==> src/sv/kmde_pkg.sv <==
`timescale 1ns / 1ps
// ----------------------------------------------------------------------------
// kmde_pkg
// Shared widths and result type for the key matrix debounce block.
// ----------------------------------------------------------------------------
package kmde_pkg;

  localparam int ROW_W = 3;
  localparam int KEY_W = 8;

  // Debounced state of one row and its edge masks.
  typedef struct packed {
    logic [KEY_W-1:0] stable;
    logic [KEY_W-1:0] pressed;
    logic [KEY_W-1:0] released;
  } kmde_res_t;

endpackage

==> src/sv/kmde_row_update.sv <==
`timescale 1ns / 1ps
// ----------------------------------------------------------------------------
// kmde_row_update
// Shift one raw sample into a row's history and derive the debounced byte
// and its press and release edges.
// ----------------------------------------------------------------------------
module kmde_row_update #(
  parameter int CONFIRM      = 3,
  parameter int KEYS_PER_ROW = 8
) (
  input  logic [CONFIRM*kmde_pkg::KEY_W-1:0] entry_in,
  input  logic [kmde_pkg::KEY_W-1:0]         sample,
  output logic [CONFIRM*kmde_pkg::KEY_W-1:0] entry_out,
  output kmde_pkg::kmde_res_t                res
);
  import kmde_pkg::*;

  localparam int HIST = CONFIRM - 1;
  localparam logic [KEY_W-1:0] COL_MASK =
    (KEYS_PER_ROW >= KEY_W) ? {KEY_W{1'b1}} : KEY_W'((1 << KEYS_PER_ROW) - 1);

  logic [KEY_W-1:0] smp;
  logic [KEY_W-1:0] prev;
  logic [KEY_W-1:0] next;
  logic [KEY_W-1:0] ones;
  logic [KEY_W-1:0] zeros;
  logic [KEY_W-1:0] changed;

  // entry layout: debounced byte in the low slice, then the previous
  // samples, newest first
  always_comb begin
    smp   = sample & COL_MASK;
    prev  = entry_in[KEY_W-1:0];
    ones  = smp;
    zeros = ~smp;
    for (int i = 0; i < HIST; i++) begin
      ones  = ones & entry_in[KEY_W*(i+1) +: KEY_W];
      zeros = zeros & ~entry_in[KEY_W*(i+1) +: KEY_W];
    end
    next    = (prev | ones) & ~zeros & COL_MASK;
    changed = prev ^ next;

    entry_out = '0;
    entry_out[KEY_W-1:0]     = next;
    entry_out[KEY_W +: KEY_W] = smp;
    for (int i = 1; i < HIST; i++) begin
      entry_out[KEY_W*(i+1) +: KEY_W] = entry_in[KEY_W*i +: KEY_W];
    end

    res.stable   = next;
    res.pressed  = changed & next;
    res.released = changed & ~next;
  end

endmodule

==> src/sv/key_matrix_debounce_edge.sv <==
`timescale 1ns / 1ps
// Pipeline: an accepted input beat passes the read stage, then the output register.
// Throughput: one row per cycle while out_stall does not hold the output; the single
//   read port of the row store, read in the cycle a beat is taken, sets that figure.
// Reset: synchronous, clears per-row valid bits, so every row reads as zero
//   history and zero debounced state; no clearing pass.
// ----------------------------------------------------------------------------
// key_matrix_debounce_edge
// Debounce for a scanned key matrix with press and release edge detection.
// ----------------------------------------------------------------------------
module key_matrix_debounce_edge #(
  parameter int ROWS         = 8,
  parameter int CONFIRM      = 3,
  parameter int KEYS_PER_ROW = 8
) (
  input  logic                        clk,
  input  logic                        rst,
  input  logic                        in_valid,
  output logic                        in_stall,
  input  logic [kmde_pkg::ROW_W-1:0]  row,
  input  logic [kmde_pkg::KEY_W-1:0]  raw_keys,
  output logic                        out_valid,
  input  logic                        out_stall,
  output logic [kmde_pkg::ROW_W-1:0]  row_out,
  output logic [kmde_pkg::KEY_W-1:0]  stable_keys,
  output logic [kmde_pkg::KEY_W-1:0]  pressed,
  output logic [kmde_pkg::KEY_W-1:0]  released
);
  import kmde_pkg::*;

  // one memory word per row: debounced byte plus CONFIRM-1 past samples
  localparam int EW    = CONFIRM * KEY_W;
  localparam int IDX_W = (ROWS > 1) ? $clog2(ROWS) : 1;
  localparam logic [KEY_W-1:0] COL_MASK =
    (KEYS_PER_ROW >= KEY_W) ? {KEY_W{1'b1}} : KEY_W'((1 << KEYS_PER_ROW) - 1);

  logic [EW-1:0]    mem [ROWS];
  logic [ROWS-1:0]  vld;

  // read stage
  logic             s1_valid;
  logic [ROW_W-1:0] s1_row;
  logic [KEY_W-1:0] s1_sample;
  logic             s1_ok;
  logic [EW-1:0]    rdata;
  logic             rvld;
  logic             fwd_hit;
  logic [EW-1:0]    fwd_data;

  logic             adv;
  logic             in_acc;
  logic             row_ok;
  logic [IDX_W-1:0] rd_idx;
  logic [IDX_W-1:0] wr_idx;
  logic             wr_en;
  logic [EW-1:0]    entry_cur;
  logic [EW-1:0]    entry_new;
  kmde_res_t        res;

  // the output register frees when empty or when its beat is taken
  assign adv      = !out_valid || !out_stall;
  assign in_stall = s1_valid && !adv;
  assign in_acc   = in_valid && !in_stall;
  assign row_ok   = 5'(row) < 5'(ROWS);
  assign rd_idx   = IDX_W'(row);
  assign wr_idx   = IDX_W'(s1_row);
  assign wr_en    = s1_valid && adv && s1_ok;

  // take the freshest copy: a write landing on the edge of the read wins,
  // otherwise an unwritten row reads as zero
  always_comb begin
    if (fwd_hit) begin
      entry_cur = fwd_data;
    end else if (rvld) begin
      entry_cur = rdata;
    end else begin
      entry_cur = '0;
    end
  end

  kmde_row_update #(
    .CONFIRM      (CONFIRM),
    .KEYS_PER_ROW (KEYS_PER_ROW)
  ) u_update (
    .entry_in  (entry_cur),
    .sample    (s1_sample),
    .entry_out (entry_new),
    .res       (res)
  );

  // row store: one write and one registered read per cycle
  always_ff @(posedge clk) begin
    if (wr_en) begin
      mem[wr_idx] <= entry_new;
    end
    if (in_acc) begin
      rdata    <= mem[rd_idx];
      fwd_data <= entry_new;
    end
  end

  // read-stage control and payload
  always_ff @(posedge clk) begin
    if (rst) begin
      vld      <= '0;
      s1_valid <= 1'b0;
      rvld     <= 1'b0;
      fwd_hit  <= 1'b0;
    end else begin
      if (wr_en) begin
        vld[wr_idx] <= 1'b1;
      end
      if (in_acc) begin
        s1_valid <= 1'b1;
        rvld     <= vld[rd_idx];
        // same row written on this edge: the memory returns the old word
        fwd_hit  <= wr_en && (wr_idx == rd_idx);
      end else if (adv) begin
        s1_valid <= 1'b0;
      end
    end
  end

  always_ff @(posedge clk) begin
    if (in_acc) begin
      s1_row    <= row;
      s1_sample <= raw_keys & COL_MASK;
      s1_ok     <= row_ok;
    end
  end

  // output register: hold while stalled, advance otherwise
  always_ff @(posedge clk) begin
    if (rst) begin
      out_valid <= 1'b0;
    end else if (adv) begin
      out_valid <= s1_valid;
    end
  end

  always_ff @(posedge clk) begin
    if (adv && s1_valid) begin
      row_out <= s1_row;
      if (s1_ok) begin
        stable_keys <= res.stable;
        pressed     <= res.pressed;
        released    <= res.released;
      end else begin
        // row beyond the matrix: report nothing, leave state untouched
        stable_keys <= '0;
        pressed     <= '0;
        released    <= '0;
      end
    end
  end

  // a key cannot be pressed and released in the same beat
  a_edges_disjoint: assert property (@(posedge clk) disable iff (rst)
    out_valid |-> (pressed & released) == '0)
    else $error("pressed and released overlap");

  // press edges lie within, release edges outside, the debounced byte
  a_edges_consistent: assert property (@(posedge clk) disable iff (rst)
    out_valid |-> ((pressed & ~stable_keys) == '0) && ((released & stable_keys) == '0))
    else $error("edge mask disagrees with debounced byte");

  // columns beyond the matrix never read as pressed
  a_cols_masked: assert property (@(posedge clk) disable iff (rst)
    out_valid |-> (stable_keys & ~COL_MASK) == '0)
    else $error("unused column set");

  // rows beyond the matrix return an empty result
  a_row_range: assert property (@(posedge clk) disable iff (rst)
    out_valid && (5'(row_out) >= 5'(ROWS)) |->
      (stable_keys == '0) && (pressed == '0) && (released == '0))
    else $error("out-of-range row returned data");

  // a same-row write on the edge of the read is always forwarded
  a_fwd_source: assert property (@(posedge clk) disable iff (rst)
    in_acc && wr_en && (wr_idx == rd_idx) |=> fwd_hit)
    else $error("missed forward of a same-row write");

endmodule
==> config.mk <==
export PLATFORM = sky130hd
export DESIGN_NAME = key_matrix_debounce_edge
export DESIGN_NICKNAME = d
export VERILOG_FILES = /design/src/sv/kmde_pkg.sv /design/src/sv/kmde_row_update.sv /design/src/sv/key_matrix_debounce_edge.sv
export SDC_FILE = /design/constraint.sdc
export NUM_CORES = 1
export LEC_CHECK = 0
export ABC_AREA = 0
export BUFFER_PORTS_ARGS = -buffer_cell sky130_fd_sc_hd__buf_2
export CAP_MARGIN = 20
export CORE_UTILIZATION = 45
export CTS_CLUSTER_DIAMETER = 100
export DETAILED_ROUTE_END_ITERATION = 16
export PLACE_DENSITY = 0.64
export SLEW_MARGIN = 15
export SYNTH_ARGS = -nofsm -noshare
export SYNTH_HDL_FRONTEND = slang
export SYNTH_HIERARCHICAL = 1
export SYNTH_SLANG_ARGS = --single-unit
==> constraint.sdc <==
create_clock -name clk -period 4.9 [get_ports clk]
set_clock_uncertainty 0.2 [all_clocks]
set_input_delay 0.49 -clock clk [delete_from_list [all_inputs] [get_ports clk]]
set_output_delay 0.49 -clock clk [all_outputs]
set_load 0.005 [all_outputs]
==> summary.txt <==
outcome: finished clean
Synth Area in Compound Gates: 4.150%
Main synth FF type: edfxtp_1
Post-Syn Area: 0.01122 mm^2
number of global-route vias before repair: 5,692
global-route wire length before repair: 33.50 mm
overall routing resource usage: 17.45%
period utilisation layout: 60.43%
P per Cell Area: 412.8 mW/mm^2
Worst Tran Pin Value: 956.2 ps
CP max-delay cell: o21ai_1
Die Y-Extent: 159.9 um
Adder-Cell Fraction of Synth Area: 0%
maximum net fanout on the critical path: 26
CP Capture Type: register
post-synth cell types: 33
Crit Path Class: reg2reg
P&R area growth vs syn: 12.91%
Ports: 44
final hold vios: 0
filler cell count: 1,933
postcts setup bufs: 0
Critical Path Start Type: register
diode count: 0
first-pass iteration count of the detailed router: 4
Internal Power: 0.004184 W
largest net degree at the start of global routing: 39
cts hold-fix bufs: 8
Critical Path AT: 2990 ps
relative max-transition margin: 36.25%
CTS resizes: 0
antenna-violating nets left: 0
Slew Limit Fails: 0
Die ar.: 0.02556 mm^2
clock latency on the worst-skew pair: 530 ps
footprint of the multi-input gates: 0.002258 mm^2
final WL: 21.76 mm
initial drt markers: 418
total of max-cap violations: 0
simple-gate area share of the yosys netlist: 5.366%
CTS Buf Count: 29
final worst setup slack: 1939 ps
post-DP HPWL: 12.39 mm
Max Freq: 337.7 MHz
Synth Register Bits: 290
# nets final: 652
Setup WS pre-CTS: 1609 ps
power share of the clock group: 42.2%
post-route cell area: 0.01266 mm^2
Psw: 0.001043 W
largest family of logic cells by synthesized area: multiplexers
H-tree Lvls: 1
grt ovf: 0
Peak VDD IR: 0.0001969 V
Clock Path Buffers: 3
Reg area: 0.008589 mm^2
layout cell share with drive strength beyond 1: 27.62%
Leakage: 4.376 nW
multiplexer share of the synthesized area: 10.01%
IO Port Bufs: 43
most common cell after layout, fill and taps aside: edfxtp_1
Reg clk slew, reported paths: 60 ps
Combinational Power Share: 4.0%
post-synthesis cell count: 587
Starting Density: 45.98%
crit path time final: 2961 ps
sequential share of power: 53.8%
final setup fails: 0
CP Cell Sequence: nor2_2, buf_4, a22o_1, inv_1, o21ai_1
Via Count: 5,345
clk sink count: 290
EDFF count, synth: 278
Root Buffer Master: clkbuf_16
initial antenna violation count: 0
DR DRC count: 0
Worst Hold Class: in2reg
Setup TNS: 0 ps
Vias/cell: 5.437
switch share: 19.96%
CTS tree: done
unrepaired setup endpoints after global routing: no
sequential share of the synthesized area: 76.57%
drt wl/cell: 22.14 um
most frequent cells in the layout: 278 x edfxtp_1, 84 x nand2_1, 48 x mux4_2, 42 x buf_2, 29 x clkbuf_16
worst endpoint required time: 4930 ps
Syn Nets: 602
Crit path largest cell delay: 630 ps
Rows: 57
Placeable Area: 0.02439 mm^2
Post-Place Cell Area: 0.01163 mm^2
Post-Synth XOR/XNOR Area: 0.2343%
Placer Congestion: 0.7259
ys async rst share: 0%
Die W: 159.9 um
synthesized area per cell: 19.11 um^2
Yosys warning total: 6
[area by class of cell]
type	count	area share, %
flip-flops and latches	290	67.83
multi-input cells	238	17.83
clock buffers	37	6.126
repair buffers	66	3.241
well taps	324	3.201
clock inverters	16	1.413
inverters	12	0.3557
[per-layer routing]
metal / global-route usage (%) / vias to the layer above / routed length, um / share of wire, %
met5: 0 / - / 0 / 0
met4: 5.931 / 0 / 438 / 2.0
met3: 2.623 / 38 / 1156 / 5.3
met2: 29.89 / 134 / 11210 / 52
met1: 22.88 / 2786 / 8955 / 41
li1: - / 2387 / - / -
[cells by family (layout without fill, tap and decap cells)]
group	count (synthesis)	in the layout
multiplexers	52	52
AO/OA/AOI/OAI	64	64
XOR/XNOR	3	3
flip-flops	290	290
AND/OR/NAND/NOR	119	119
buffers and inverters	59	131
[worst paths after layout]
check             startpoint  cells past startpoint        end  slack (ps)
setup / recovery     fwd_hit                      5  mem[1][7]        1940
hold / removal      in_valid                      3   s1_valid          70
setup reg to reg     fwd_hit                      5  mem[1][7]        1940
hold reg to reg       vld[6]                      1     vld[6]         280
[stage by stage]
stage	power [W]	hold slack [ps]	instances	utilization (%)
after CTS	0.005273	57.66	983	51.92
final	0.005227	66.87	983	51.92
after detailed placement	0.003076	268.4	922	47.68
after global routing	0.005384	89.35	983	51.92
after floorplan	0.003014	248.5	587	-
after global placement	0.003067	259.3	922	47.67
[worst max-delay path, delay by kind of cell (launching register included)]
family	cells	cell delay [ps]
AO/OA/AOI/OAI	2	1030
flip-flops	1	570
buffers and inverters	2	520
AND/OR/NAND/NOR	1	320
[Yosys cell counts (4+ instances only)]
cell,n,area share [%]
buf_2,13,0.58
buf_4,24,1.6
nor2_1,11,0.37
buf_12,4,0.71
o21ba_2,6,0.54
mux4_2,48,9.6
a22o_1,24,1.9
nor3_2,8,0.71
inv_1,11,0.37
nand2_1,84,2.8
edfxtp_1,278,74
nor4b_2,8,1.1
a21oi_1,11,0.49
clkbuf_1,4,0.13
o21ai_1,8,0.36
dfxtp_1,12,2.1
o21ai_0,9,0.40
[power groups by stage]
stage / clock network, W / logic [W] / registers, W
2_1_floorplan: 0 / 0.000163 / 0.00285
3_3_place_gp: 0 / 0.000204 / 0.00286
3_5_place_dp: 0 / 0.000210 / 0.00287
4_1_cts: 0.00224 / 0.000216 / 0.00281
5_1_grt: 0.00234 / 0.000230 / 0.00282
6_report: 0.00220 / 0.000211 / 0.00281
[registers in the layout, indices dropped and copies added, names as in the netlist, 3 cells and up]
name / count
vld: 8
pressed: 8
mem: 192
s1_sample: 8
released: 8
fwd_data: 24
row_out: 3
s1_row: 3
stable_keys: 8
rdata: 24
Power figures use the tool's default switching activity.
